$ cat config.mk
export PLATFORM = sky130hd
export DESIGN_NAME = iterated_sha256_hasher_core
export DESIGN_NICKNAME = d
export VERILOG_FILES = /design/src/rtl/core/ish_pkg.sv /design/src/rtl/core/ish_round.sv /design/src/rtl/core/iterated_sha256_hasher_core.sv
export VERILOG_INCLUDE_DIRS = /design/src /design/src/rtl/core
export SDC_FILE = /design/constraint.sdc
export NUM_CORES = 2
export LEC_CHECK = 0
export BUFFER_PORTS_ARGS = -buffer_cell sky130_fd_sc_hd__clkbuf_2
export CAP_MARGIN = 20
export CORE_ASPECT_RATIO = 2
export CORE_MARGIN = 5
export CORE_UTILIZATION = 59
export CTS_BUF_LIST = sky130_fd_sc_hd__clkbuf_8
export DETAILED_ROUTE_END_ITERATION = 10
export PLACE_DENSITY = 0.79
export SLEW_MARGIN = 10
export SYNTH_ARGS = -nofsm -noshare
export SYNTH_HDL_FRONTEND = slang
export SYNTH_SLANG_ARGS = --single-unit
export TNS_END_PERCENT = 5
$ cat constraint.sdc
create_clock -name clock -period 32.3 [get_ports clock]
set_input_delay 3.23 -clock clock [delete_from_list [all_inputs] [get_ports clock]]
set_output_delay 3.23 -clock clock [all_outputs]
set_load 0.01 [all_outputs]
$ cat src/rtl/core/iterated_sha256_hasher_core_assert.svh
// ----------------------------------------------------------------------------
// Iterated SHA-256 hasher assertion macros
// Concurrent assertion wrappers, empty when SYNTHESIS is defined.
// The macros expect signals named clock and reset in the calling scope.
// ----------------------------------------------------------------------------
`ifndef ITERATED_SHA256_HASHER_CORE_ASSERT_SVH
`define ITERATED_SHA256_HASHER_CORE_ASSERT_SVH

`ifndef SYNTHESIS
// same-cycle implication
`define ISH_ASSERT_SAME(lbl, ante, cons) \
   lbl: assert property (@(posedge clock) disable iff (reset) (ante) |-> (cons)) \
      else $error("ish assertion failed");
// next-cycle implication
`define ISH_ASSERT_NEXT(lbl, ante, cons) \
   lbl: assert property (@(posedge clock) disable iff (reset) (ante) |=> (cons)) \
      else $error("ish assertion failed");
`else
`define ISH_ASSERT_SAME(lbl, ante, cons)
`define ISH_ASSERT_NEXT(lbl, ante, cons)
`endif

`endif

$ cat src/rtl/core/ish_pkg.sv
// ----------------------------------------------------------------------------
// Iterated SHA-256 hasher package
// Payload types, SHA-256 constants and helper functions.
// ----------------------------------------------------------------------------
`default_nettype none

package ish_pkg;

   localparam int PASS_COUNT_BITS_DEF = 16;
   localparam logic [7:0] PAD_BYTE    = 8'h80;
   localparam logic [7:0] ASCII_ZERO  = 8'd48;
   localparam logic [7:0] ASCII_A     = 8'd97;

   typedef logic [7:0][31:0] ish_words_type;

   typedef struct packed {
      logic [7:0] data_byte;
      logic       has_byte;
      logic       last_byte;
   } ish_req_type;

   typedef struct packed {
      logic [31:0] digest_word_0;
      logic [31:0] digest_word_1;
      logic [31:0] digest_word_2;
      logic [31:0] digest_word_3;
      logic [31:0] digest_word_4;
      logic [31:0] digest_word_5;
      logic [31:0] digest_word_6;
      logic [31:0] digest_word_7;
   } ish_rsp_type;

   localparam ish_words_type INIT_HASH = {
      32'h5be0cd19, 32'h1f83d9ab, 32'h9b05688c, 32'h510e527f,
      32'ha54ff53a, 32'h3c6ef372, 32'hbb67ae85, 32'h6a09e667};

   // lowercase hex character of one nibble
   function automatic logic [7:0] hex_char(input logic [3:0] nib);
      logic [7:0] n8;
      n8 = {4'd0, nib};
      if (nib < 4'd10) return ASCII_ZERO + n8;
      else return ASCII_A - 8'd10 + n8;
   endfunction

   // round constants
   function automatic logic [31:0] round_k(input logic [5:0] idx);
      logic [31:0] k;
      case (idx)
         6'd0: k = 32'h428a2f98;  6'd1: k = 32'h71374491;  6'd2: k = 32'hb5c0fbcf;
         6'd3: k = 32'he9b5dba5;  6'd4: k = 32'h3956c25b;  6'd5: k = 32'h59f111f1;
         6'd6: k = 32'h923f82a4;  6'd7: k = 32'hab1c5ed5;  6'd8: k = 32'hd807aa98;
         6'd9: k = 32'h12835b01;  6'd10: k = 32'h243185be; 6'd11: k = 32'h550c7dc3;
         6'd12: k = 32'h72be5d74; 6'd13: k = 32'h80deb1fe; 6'd14: k = 32'h9bdc06a7;
         6'd15: k = 32'hc19bf174; 6'd16: k = 32'he49b69c1; 6'd17: k = 32'hefbe4786;
         6'd18: k = 32'h0fc19dc6; 6'd19: k = 32'h240ca1cc; 6'd20: k = 32'h2de92c6f;
         6'd21: k = 32'h4a7484aa; 6'd22: k = 32'h5cb0a9dc; 6'd23: k = 32'h76f988da;
         6'd24: k = 32'h983e5152; 6'd25: k = 32'ha831c66d; 6'd26: k = 32'hb00327c8;
         6'd27: k = 32'hbf597fc7; 6'd28: k = 32'hc6e00bf3; 6'd29: k = 32'hd5a79147;
         6'd30: k = 32'h06ca6351; 6'd31: k = 32'h14292967; 6'd32: k = 32'h27b70a85;
         6'd33: k = 32'h2e1b2138; 6'd34: k = 32'h4d2c6dfc; 6'd35: k = 32'h53380d13;
         6'd36: k = 32'h650a7354; 6'd37: k = 32'h766a0abb; 6'd38: k = 32'h81c2c92e;
         6'd39: k = 32'h92722c85; 6'd40: k = 32'ha2bfe8a1; 6'd41: k = 32'ha81a664b;
         6'd42: k = 32'hc24b8b70; 6'd43: k = 32'hc76c51a3; 6'd44: k = 32'hd192e819;
         6'd45: k = 32'hd6990624; 6'd46: k = 32'hf40e3585; 6'd47: k = 32'h106aa070;
         6'd48: k = 32'h19a4c116; 6'd49: k = 32'h1e376c08; 6'd50: k = 32'h2748774c;
         6'd51: k = 32'h34b0bcb5; 6'd52: k = 32'h391c0cb3; 6'd53: k = 32'h4ed8aa4a;
         6'd54: k = 32'h5b9cca4f; 6'd55: k = 32'h682e6ff3; 6'd56: k = 32'h748f82ee;
         6'd57: k = 32'h78a5636f; 6'd58: k = 32'h84c87814; 6'd59: k = 32'h8cc70208;
         6'd60: k = 32'h90befffa; 6'd61: k = 32'ha4506ceb; 6'd62: k = 32'hbef9a3f7;
         default: k = 32'hc67178f2;
      endcase
      return k;
   endfunction

endpackage

`default_nettype wire

$ cat src/rtl/core/ish_round.sv
// ----------------------------------------------------------------------------
// Iterated SHA-256 hasher round unit
// One SHA-256 round with its message schedule step, shared by all 64 rounds.
// ----------------------------------------------------------------------------
`default_nettype none

module ish_round (
   input  wire ish_pkg::ish_words_type vars_cur,
   input  wire logic [31:0]            w_tap0,
   input  wire logic [31:0]            w_tap1,
   input  wire logic [31:0]            w_tap9,
   input  wire logic [31:0]            w_tap14,
   input  wire logic                   use_msg,
   input  wire logic [31:0]            k_word,
   output ish_pkg::ish_words_type      vars_nxt,
   output logic [31:0]                 w_word
);
   import ish_pkg::*;

   logic [31:0] sig0, sig1, sum0, sum1, ch, maj, t1, t2;

   // message schedule: buffer word for the first 16 rounds, expansion after
   assign sig0 = {w_tap1[6:0], w_tap1[31:7]} ^ {w_tap1[17:0], w_tap1[31:18]} ^
                 (w_tap1 >> 3);
   assign sig1 = {w_tap14[16:0], w_tap14[31:17]} ^ {w_tap14[18:0], w_tap14[31:19]} ^
                 (w_tap14 >> 10);
   assign w_word = use_msg ? w_tap0 : (w_tap0 + sig0 + w_tap9 + sig1);

   // compression round
   assign sum1 = {vars_cur[4][5:0], vars_cur[4][31:6]} ^
                 {vars_cur[4][10:0], vars_cur[4][31:11]} ^
                 {vars_cur[4][24:0], vars_cur[4][31:25]};
   assign ch   = vars_cur[6] ^ (vars_cur[4] & (vars_cur[5] ^ vars_cur[6]));
   assign sum0 = {vars_cur[0][1:0], vars_cur[0][31:2]} ^
                 {vars_cur[0][12:0], vars_cur[0][31:13]} ^
                 {vars_cur[0][21:0], vars_cur[0][31:22]};
   assign maj  = (vars_cur[0] & vars_cur[1]) | (vars_cur[2] & (vars_cur[0] | vars_cur[1]));
   assign t1   = vars_cur[7] + sum1 + ch + k_word + w_word;
   assign t2   = sum0 + maj;

   always_comb begin
      vars_nxt[7] = vars_cur[6];
      vars_nxt[6] = vars_cur[5];
      vars_nxt[5] = vars_cur[4];
      vars_nxt[4] = vars_cur[3] + t1;
      vars_nxt[3] = vars_cur[2];
      vars_nxt[2] = vars_cur[1];
      vars_nxt[1] = vars_cur[0];
      vars_nxt[0] = t1 + t2;
   end

endmodule

`default_nettype wire

$ cat src/rtl/core/iterated_sha256_hasher_core.sv
// ----------------------------------------------------------------------------
// Iterated SHA-256 hasher core
// SHA-256 of a byte stream, optionally rehashed as hex text several times.
// ----------------------------------------------------------------------------
// Usage:
//  - req channel: one request per message byte (data_byte, has_byte) with
//    last_byte on the final request; a last request with has_byte low
//    closes the message without adding a byte (empty message allowed).
//  - csr channel: writes iteration_count (total passes, 0 acts as 1);
//    always ready, write only while the core is idle.
//  - rsp channel: one result per message, the eight digest words.
// Operation:
//  - a plain byte is accepted whenever the core is idle; every 64th byte adds a
//    block compression (load, 64 rounds on the one shared round unit, add).
//  - after the last request: padding writes one byte a cycle, pausing while
//    a filled block compresses (one or two compressions); each further pass
//    costs 64 hex bytes plus two compressions.
//  - reset returns to the initial hash, iteration_count to 1.
//  - the result sits in an output register; the core takes new bytes while
//    it waits, and only stalls a later message end until it is taken.
// ----------------------------------------------------------------------------
`default_nettype none

module iterated_sha256_hasher_core #(
   parameter int PASS_COUNT_BITS = ish_pkg::PASS_COUNT_BITS_DEF
) (
   input  wire  logic                 clock,
   input  wire  logic                 reset,
   input  wire  logic                 req_valid,
   output logic                       req_ready,
   input  wire  ish_pkg::ish_req_type req_data,
   output logic                       rsp_valid,
   input  wire  logic                 rsp_ready,
   output ish_pkg::ish_rsp_type       rsp_data,
   input  wire  logic                 csr_valid,
   output logic                       csr_ready,
   input  wire  logic [15:0]          csr_data
);
   import ish_pkg::*;

   localparam logic [3:0] S_IDLE  = 4'd0;
   localparam logic [3:0] S_PAD80 = 4'd1;
   localparam logic [3:0] S_ZERO  = 4'd2;
   localparam logic [3:0] S_LEN   = 4'd3;
   localparam logic [3:0] S_CLOAD = 4'd4;
   localparam logic [3:0] S_ROUND = 4'd5;
   localparam logic [3:0] S_CADD  = 4'd6;
   localparam logic [3:0] S_DONE  = 4'd7;
   localparam logic [3:0] S_HEX   = 4'd8;

   logic [3:0]                 state_ff, state_in, ret_ff, ret_in;
   logic [5:0]                 pos_ff, pos_in, round_ff, round_in;
   logic [63:0]                len_ff, len_in;
   logic [PASS_COUNT_BITS-1:0] pass_ff, pass_in;
   logic [15:0]                iter_ff;
   ish_words_type              hash_ff, hash_in, wv_ff, wv_in, wv_rnd;
   logic [15:0][31:0]          w_ff, w_in;
   logic                       rsp_valid_ff, rsp_valid_in;
   ish_rsp_type                rsp_ff, rsp_in;
   logic                       wr_en;
   logic [7:0]                 wr_byte;
   logic [31:0]                w_new;
   logic                       last_pos;

   // shared round unit
   ish_round u_round (
      .vars_cur (wv_ff),
      .w_tap0   (w_ff[0]),
      .w_tap1   (w_ff[1]),
      .w_tap9   (w_ff[9]),
      .w_tap14  (w_ff[14]),
      .use_msg  (round_ff < 6'd16),
      .k_word   (round_k(round_ff)),
      .vars_nxt (wv_rnd),
      .w_word   (w_new)
   );

   assign req_ready = (state_ff == S_IDLE);
   assign csr_ready = 1'b1;
   assign rsp_valid = rsp_valid_ff;
   assign rsp_data  = rsp_ff;
   assign last_pos  = (pos_ff == 6'd63);

   // sequencer
   always_comb begin
      state_in     = state_ff;
      ret_in       = ret_ff;
      pos_in       = pos_ff;
      round_in     = round_ff;
      len_in       = len_ff;
      pass_in      = pass_ff;
      hash_in      = hash_ff;
      wv_in        = wv_ff;
      rsp_in       = rsp_ff;
      rsp_valid_in = rsp_valid_ff && !rsp_ready;
      wr_en        = 1'b0;
      wr_byte      = 8'd0;
      case (state_ff)
         S_IDLE: begin
            if (req_valid) begin
               if (req_data.last_byte) pass_in = PASS_COUNT_BITS'(iter_ff);
               if (req_data.has_byte) begin
                  wr_en   = 1'b1;
                  wr_byte = req_data.data_byte;
                  pos_in  = pos_ff + 6'd1;
                  len_in  = len_ff + 64'd8;
               end
               if (req_data.has_byte && last_pos) begin
                  state_in = S_CLOAD;
                  ret_in   = req_data.last_byte ? S_PAD80 : S_IDLE;
               end else if (req_data.last_byte) begin
                  state_in = S_PAD80;
               end
            end
         end
         S_PAD80, S_ZERO: begin
            wr_en   = 1'b1;
            wr_byte = (state_ff == S_PAD80) ? PAD_BYTE : 8'd0;
            pos_in  = pos_ff + 6'd1;
            if (last_pos) begin
               state_in = S_CLOAD;
               ret_in   = S_ZERO;
            end else if (pos_ff == 6'd55) begin
               state_in = S_LEN;
            end else begin
               state_in = S_ZERO;
            end
         end
         S_LEN: begin
            wr_en   = 1'b1;
            wr_byte = len_ff[{~pos_ff[2:0], 3'b000} +: 8];
            pos_in  = pos_ff + 6'd1;
            if (last_pos) begin
               state_in = S_CLOAD;
               ret_in   = S_DONE;
            end
         end
         S_CLOAD: begin
            wv_in    = hash_ff;
            round_in = 6'd0;
            state_in = S_ROUND;
         end
         S_ROUND: begin
            wv_in    = wv_rnd;
            round_in = round_ff + 6'd1;
            if (round_ff == 6'd63) state_in = S_CADD;
         end
         S_CADD: begin
            for (int i = 0; i < 8; i++) hash_in[i] = hash_ff[i] + wv_ff[i];
            state_in = ret_ff;
         end
         S_DONE: begin
            if (pass_ff > PASS_COUNT_BITS'(1)) begin
               pass_in  = pass_ff - PASS_COUNT_BITS'(1);
               len_in   = 64'd0;
               state_in = S_HEX;
            end else if (!rsp_valid_ff || rsp_ready) begin
               rsp_in.digest_word_0 = hash_ff[0];
               rsp_in.digest_word_1 = hash_ff[1];
               rsp_in.digest_word_2 = hash_ff[2];
               rsp_in.digest_word_3 = hash_ff[3];
               rsp_in.digest_word_4 = hash_ff[4];
               rsp_in.digest_word_5 = hash_ff[5];
               rsp_in.digest_word_6 = hash_ff[6];
               rsp_in.digest_word_7 = hash_ff[7];
               rsp_valid_in = 1'b1;
               hash_in      = INIT_HASH;
               len_in       = 64'd0;
               pos_in       = 6'd0;
               pass_in      = '0;
               state_in     = S_IDLE;
            end
         end
         S_HEX: begin
            wr_en   = 1'b1;
            wr_byte = hex_char(hash_ff[pos_ff[5:3]][{~pos_ff[2:0], 2'b00} +: 4]);
            pos_in  = pos_ff + 6'd1;
            len_in  = len_ff + 64'd8;
            if (last_pos) begin
               hash_in  = INIT_HASH;
               state_in = S_CLOAD;
               ret_in   = S_PAD80;
            end
         end
         default: begin
            state_in = S_IDLE;
         end
      endcase
   end

   // block buffer and schedule window share one shift line
   always_comb begin
      w_in = w_ff;
      if (state_ff == S_ROUND) begin
         for (int i = 0; i < 15; i++) w_in[i] = w_ff[i+1];
         w_in[15] = w_new;
      end
      if (wr_en) w_in[pos_ff[5:2]][{~pos_ff[1:0], 3'b000} +: 8] = wr_byte;
   end

   // control registers
   always_ff @(posedge clock) begin
      if (reset) begin
         state_ff     <= S_IDLE;
         ret_ff       <= S_IDLE;
         pos_ff       <= 6'd0;
         round_ff     <= 6'd0;
         len_ff       <= 64'd0;
         pass_ff      <= '0;
         hash_ff      <= INIT_HASH;
         wv_ff        <= '0;
         rsp_valid_ff <= 1'b0;
         iter_ff      <= 16'd1;
      end else begin
         state_ff     <= state_in;
         ret_ff       <= ret_in;
         pos_ff       <= pos_in;
         round_ff     <= round_in;
         len_ff       <= len_in;
         pass_ff      <= pass_in;
         hash_ff      <= hash_in;
         wv_ff        <= wv_in;
         rsp_valid_ff <= rsp_valid_in;
         if (csr_valid) iter_ff <= csr_data;
      end
   end

   // payload registers
   always_ff @(posedge clock) begin
      w_ff   <= w_in;
      rsp_ff <= rsp_in;
   end

`include "iterated_sha256_hasher_core_assert.svh"

   `ISH_ASSERT_NEXT(a_rounds_end, (state_ff == S_ROUND) && (round_ff == 6'd63), state_ff == S_CADD)
   `ISH_ASSERT_NEXT(a_load_round0, state_ff == S_CLOAD, (state_ff == S_ROUND) && (round_ff == 6'd0))
   `ISH_ASSERT_SAME(a_hex_aligned, (state_ff == S_HEX) && (pos_ff == 6'd0), len_ff == 64'd0)

endmodule

`default_nettype wire

== After elaboration in Yosys (flattened, before gate mapping) ==
Memory sizes are Yosys's and may differ from the RTL's. A register that Yosys moved wholly into a read port is not among the register bits.
Index checks and enable logic that the tools add are counted.
Word-level totals
  flip-flop bits (word level): 1397
  memory bits (read-only): 2048
  bits of input ports: 31
  output and inout port bits: 259
  logic and storage cells: 208
  memories kept: 1
Operators by class
  add/sub/neg operators: 25
  order comparisons: 6
  equal/unequal tests: 24
  shifts and indexed selects: 4
  muxes and demuxes: 59
  bitwise logic cells: 18
  reductions and logical operators: 23
Memories
  (name not given): depth 64, width 32, read ports 1, clocked after memory_dff 1, wr ports 0, RTL line ish_pkg.sv:48  | case (idx)
Operators with widths (number)
  512-bit 2-to-1 mux: 2
  256-bit 2-to-1 mux: 3
  256-bit one-hot mux with 3 select lines: 1
  32-bit adder: 18
  512-bit bitwise mux: 1
  256-bit one-hot mux with 2 select lines: 1
  64-bit 2-to-1 mux: 4
  32-bit bitwise XOR: 8
  64-bit one-hot mux with 3 select lines: 1
  32-bit demux with 4-bit select: 1
  32-bit bitwise AND: 3
  32-bit binary-select mux with 3-bit select: 1
  32-bit 2-to-1 mux: 3
  64-bit by 4-bit adder with 64-bit output, second input constant: 1
  16-bit 2-to-1 mux: 4
  32-bit OR: 2
  64-bit by 7-bit variable part select with 8-bit output: 1
  4-bit 2-to-1 mux: 12
  6-bit 2-to-1 mux: 6
  8-bit 2-to-1 mux: 4
  16-bit one-hot mux with 2 select lines: 1
  8-bit one-hot mux with 4 select lines: 1
  8-bit by 7-bit variable shift with 32-bit output, first input constant: 1
  32-bit by 6-bit variable part select with 4-bit output: 1
  other kinds (46): 78

== Longest topological paths before layout ==
  word-level depth: 9
  gate-level depth with buffers: 44
  mapped depth without buffers: 44

== By module ==
Synthesis repeated with hierarchy kept, for this count alone.
Unflattened totals
  cell total of the unflattened synthesis: 10349
  area, all modules: 87392.6 um2
Modules (own cells, without submodules)
  iterated_sha256_hasher_core: times used 1, cells an instance 8457, area an instance 71941.5 um2, seq. area each 31089.8 um2
  ish_round: times used 1, cells an instance 1892, area an instance 15451.1 um2, seq. area each 0.0 um2

== Worst setup path after synthesis ==
OpenSTA, ideal clock, no wires.
  kind: in2reg
  start: input port rsp_ready
  end: register hash_ff[159] (netlist name)
  setup time: 0.117 ns
  arrival time: 32.008 ns
  data required time: 32.183 ns
  slack: 0.175 ns
  stages on the path: 7
  path buffers: 1
  cells stage by stage: nor2b_1 nor4_1 o21ai_1 nand2b_1 clkbuf_1 o21ai_0 a22o_1
On the way
  longest elaborated chain between the ends: 3
Ends and longest elaborated chain
  from (decl): RTL line iterated_sha256_hasher_core.sv:33  | input wire logic rsp_ready,
  1-bit logical OR: RTL line iterated_sha256_hasher_core.sv:157  | end else if (!rsp_valid_ff || rsp_ready) begin
  2-bit != test (no line)
  4-bit AND reduction (no line)
  to (signal assigned): RTL line iterated_sha256_hasher_core.sv:221  | hash_ff <= hash_in;
  to (decl): RTL line iterated_sha256_hasher_core.sv:56  | ish_words_type hash_ff, hash_in, wv_ff, wv_in, wv_rnd;
No other way between the ends.
A chain may end at the register's enable or synchronous reset.

== Final worst setup path ==
  start: register w_ff[468] (netlist name)
  end: register wv_ff[31] (netlist name)
On the way
  longest elaborated chain between the ends: 7
Ends and longest elaborated chain
  from (decl): RTL line iterated_sha256_hasher_core.sv:57  | logic [15:0][31:0] w_ff, w_in;
  from (signal assigned): RTL line iterated_sha256_hasher_core.sv:230  | w_ff <= w_in;
  32-bit bitwise XOR: RTL line ish_round.sv:25  | assign sig1 = {w_tap14[16:0], w_tap14[31:17]} ^ {w_tap14[18:0], w_tap14[31:19]} ^
  32-bit by 22-bit bitwise XOR with 32-bit output *: RTL line ish_round.sv:25
  32-bit adder *: RTL line ish_round.sv:27  | assign w_word = use_msg ? w_tap0 : (w_tap0 + sig0 + w_tap9 + sig1);
  32-bit 2-to-1 mux *: RTL line ish_round.sv:27
  32-bit adder *: RTL line ish_round.sv:38  | assign t1 = vars_cur[7] + sum1 + ch + k_word + w_word;
  32-bit adder *: RTL line ish_round.sv:49  | vars_nxt[0] = t1 + t2;
  256-bit one-hot mux with 2 select lines *: RTL line iterated_sha256_hasher_core.sv:98  | case (state_ff)
  to (signal assigned): RTL line iterated_sha256_hasher_core.sv:222  | wv_ff <= wv_in;
  to (decl): RTL line iterated_sha256_hasher_core.sv:56
Mark *: on every way between the ends. The rest lies on a longest branch, timed or not.

==> flow_summary.yaml <==
logic_synthesis:
  synth-edff-count: 256
  ys_seq_elements: 1425
  synthTopCellsByCount: "nand2_1 (1304), dfxtp_1 (1169), nor2_1 (995)"
  syn_area_um2: 85400
  synth_warnings: 0
  async_flop_share_pct: 0
  synth_cells: 9916
  yosysTopAreaCellShare_pct: 27.4
  synthTopCellsByArea: "dfxtp_1 (27%), edfxtp_1 (9.0%), ha_1 (5.8%)"
  yosys.area.top_type: "dfxtp_1"
  syn-num-nets: 10500
  ys_types: 98
  seq_area_frac_synth_pct: 36.4
  avgSynthCellArea_um2: 8.61
  yosysMostFrequentCell: "nand2_1"
  ys.flop_type: "dfxtp_1"
sta:
  maxSlewHeadroom_pct: 15.7
  rsz0062_at_grt: "false"
  hold_viol: 0
  fmax_ghz: 0.0850
  setup_viol: 0
  min_period_ns: 11.77
  period_share_pct: 36.4
  worst_slew_pin_slew_ns: 1.26
  slew_viol_final: 0
  tns_ns: 0
  skew_ns: 0.0942
setup_path:
  reg2reg_setup_slack_ns: 20.53
  path_buf_inv: 2
  worstSetupPathType: "register to register"
  r2r_cells: 38
  slowest_stage: "a211oi_1"
  crit_required_ns: 33.06
  cp.depth: 38
  startpoint_type: "register"
  crit_family: "compound AO/OA/AOI/OAI gates"
  r2r-start: "w_ff[468]"
  critPathArrivalTime_ns: 12.53
  cp_common_cell: "fa_1"
  max_stage_delay_ns: 0.64
  endpoint: "wv_ff[31]"
  worst-path-max-fanout: 5
  cp-end-kind: "register"
  regToRegEndpoint: "wv_ff[31]"
  crit_path_start: "w_ff[468]"
placed_design:
  dpl_cell_area_um2: 88500
  place.gp.congestion: 1.12
  hpwl_um: 276000
  dp_cells: 11600
  io_buffers: 288
floorplanning:
  ios: 290
  fp.dieArea_um2: 153000
  fp-row-count: 197
  die-width_um: 279
  die_h_um: 548
  coreArea_um2: 144000
  initial_utilization_pct: 59.3
grt:
  antenna_found_initial: 17
  grt_pass1_vias: 79300
  track_usage_pct: 46.6
  grt-ovfl-total: 0
  grt_first_pass_wirelength_um: 528000
  grt_max_degree: 189
clocking:
  cts.sinks: 1425
  cts_buffer_depth: 4
  clk_pin_slew_worst_paths_ns: 0.07
  cts_inserted_buffers: 208
  cts_tree: "done"
  holdBufCountCts: 0
  htree_num_levels: 4
  clkLatencyLatePin_ns: 0.97
  root_buffer: "clkbuf_8"
  post-cts-setup-buffers: 0
  cts_resized: 0
cells_and_area:
  final_nets: 10600
  instances_no_fill: 12000
  area.growth.synth_to_final_pct: 9.07
  fin_area_um2: 93200
  drive_above_1_share_pct: 10.1
detailed_routing:
  wl_per_cell_um: 30.7
  drt-total-wl_um: 369000
  final_antenna_net_count: 0
  dr.pass1.iters: 8
  viasPerCell: 6.67
  drc_errors: 0
  drtIter0Drc: 8818
  num_vias: 80300
outcome:
  outcome: "finished, final reports clean"
min_path:
  hold_path.class: "register to register"
run:
  maxCapViolCount: 0
placed cells by master (no fill, tap or decap), drive strengths merged, types with 314 or more instances in the layout:
cell type	count
clkbuf	535
a211oi	347
mux2i	377
inv	484
a31oi	314
a21oi	693
nand2	1305
ha	397
dfxtp	1169
o21ai	510
xnor2	359
nor2	995
logic make-up after synthesis:
family	share of synthesized area, %
compound gates	19.6
fa+ha+maj	10.4
simple gates	15.4
other cells	0.00439
mux	6.75
xor+xnor	6.42
buf+inv	4.96
flops	36.4
layer usage:
| metal | global-route usage, % | share of wire (%) | up-vias |
|---|---|---|---|
| li1 | - | - | 35000 |
| met1 | 43.2 | 29 | 38000 |
| met2 | 79.0 | 48 | 5209 |
| met3 | 9.90 | 8.1 | 2058 |
| met4 | 53.4 | 15 | 6 |
| met5 | 0 | 0.011 | - |
layout make-up:
class	instances	area [um2]
Antenna cell	13	32.5
Multi-Input combinational cell	7393	50400
Tap cell	1890	2360
Inverter	433	1630
Timing Repair Buffer	500	3160
Fill cell	11900	50800
Clock inverter	131	1070
Sequential cell	1425	31100
Clock buffer	246	3390
through the flow:
step | hold WS (ns) | utilization (%) | setup slack (ns)
global route | 0.466 | 64.7 | 20.10
floorplan | 0.445 | - | 0.175
CTS | 0.437 | 64.6 | 20.69
global placement | 0.455 | 61.4 | 20.83
finish | 0.423 | 64.7 | 20.53
detailed placement | 0.461 | 61.5 | 20.79
state kept, by name, summed over array words and instances (netlist names), 6 cells and up:
signal and cells:
hash_ff 256, iter_ff 16, len_ff 61, pass_ff 16, pos_ff 6, round_ff 6
rsp_data 256, u_round.k_word 32, w_ff 512, wv_ff 256
worst min path at each step:
stage              start        end  cells after the start  slack [ns]
2_1_floorplan  w_ff[226]  w_ff[194]                      2        0.45
3_3_place_gp   w_ff[173]  w_ff[141]                      2        0.45
3_5_place_dp   w_ff[101]   w_ff[69]                      2        0.46
4_1_cts        w_ff[322]  w_ff[290]                      2        0.44
5_1_grt        w_ff[322]  w_ff[290]                      2        0.47
6_report       w_ff[322]  w_ff[290]                      2        0.42
worst register-to-register path: cells and delay by family (launching register included):
family	cells	cell delay, ns
AO/OA/AOI/OAI	17	5.11
adder cells (fa/ha/maj)	8	3.48
XOR/XNOR	8	1.94
flip-flops	1	0.56
AND/OR/NAND/NOR	3	0.34
buffers and inverters	2	0.13
Power is left out: the tool's default activity adds up to more than one toggle a clock period on the data nets, which glitch-free logic cannot reach.
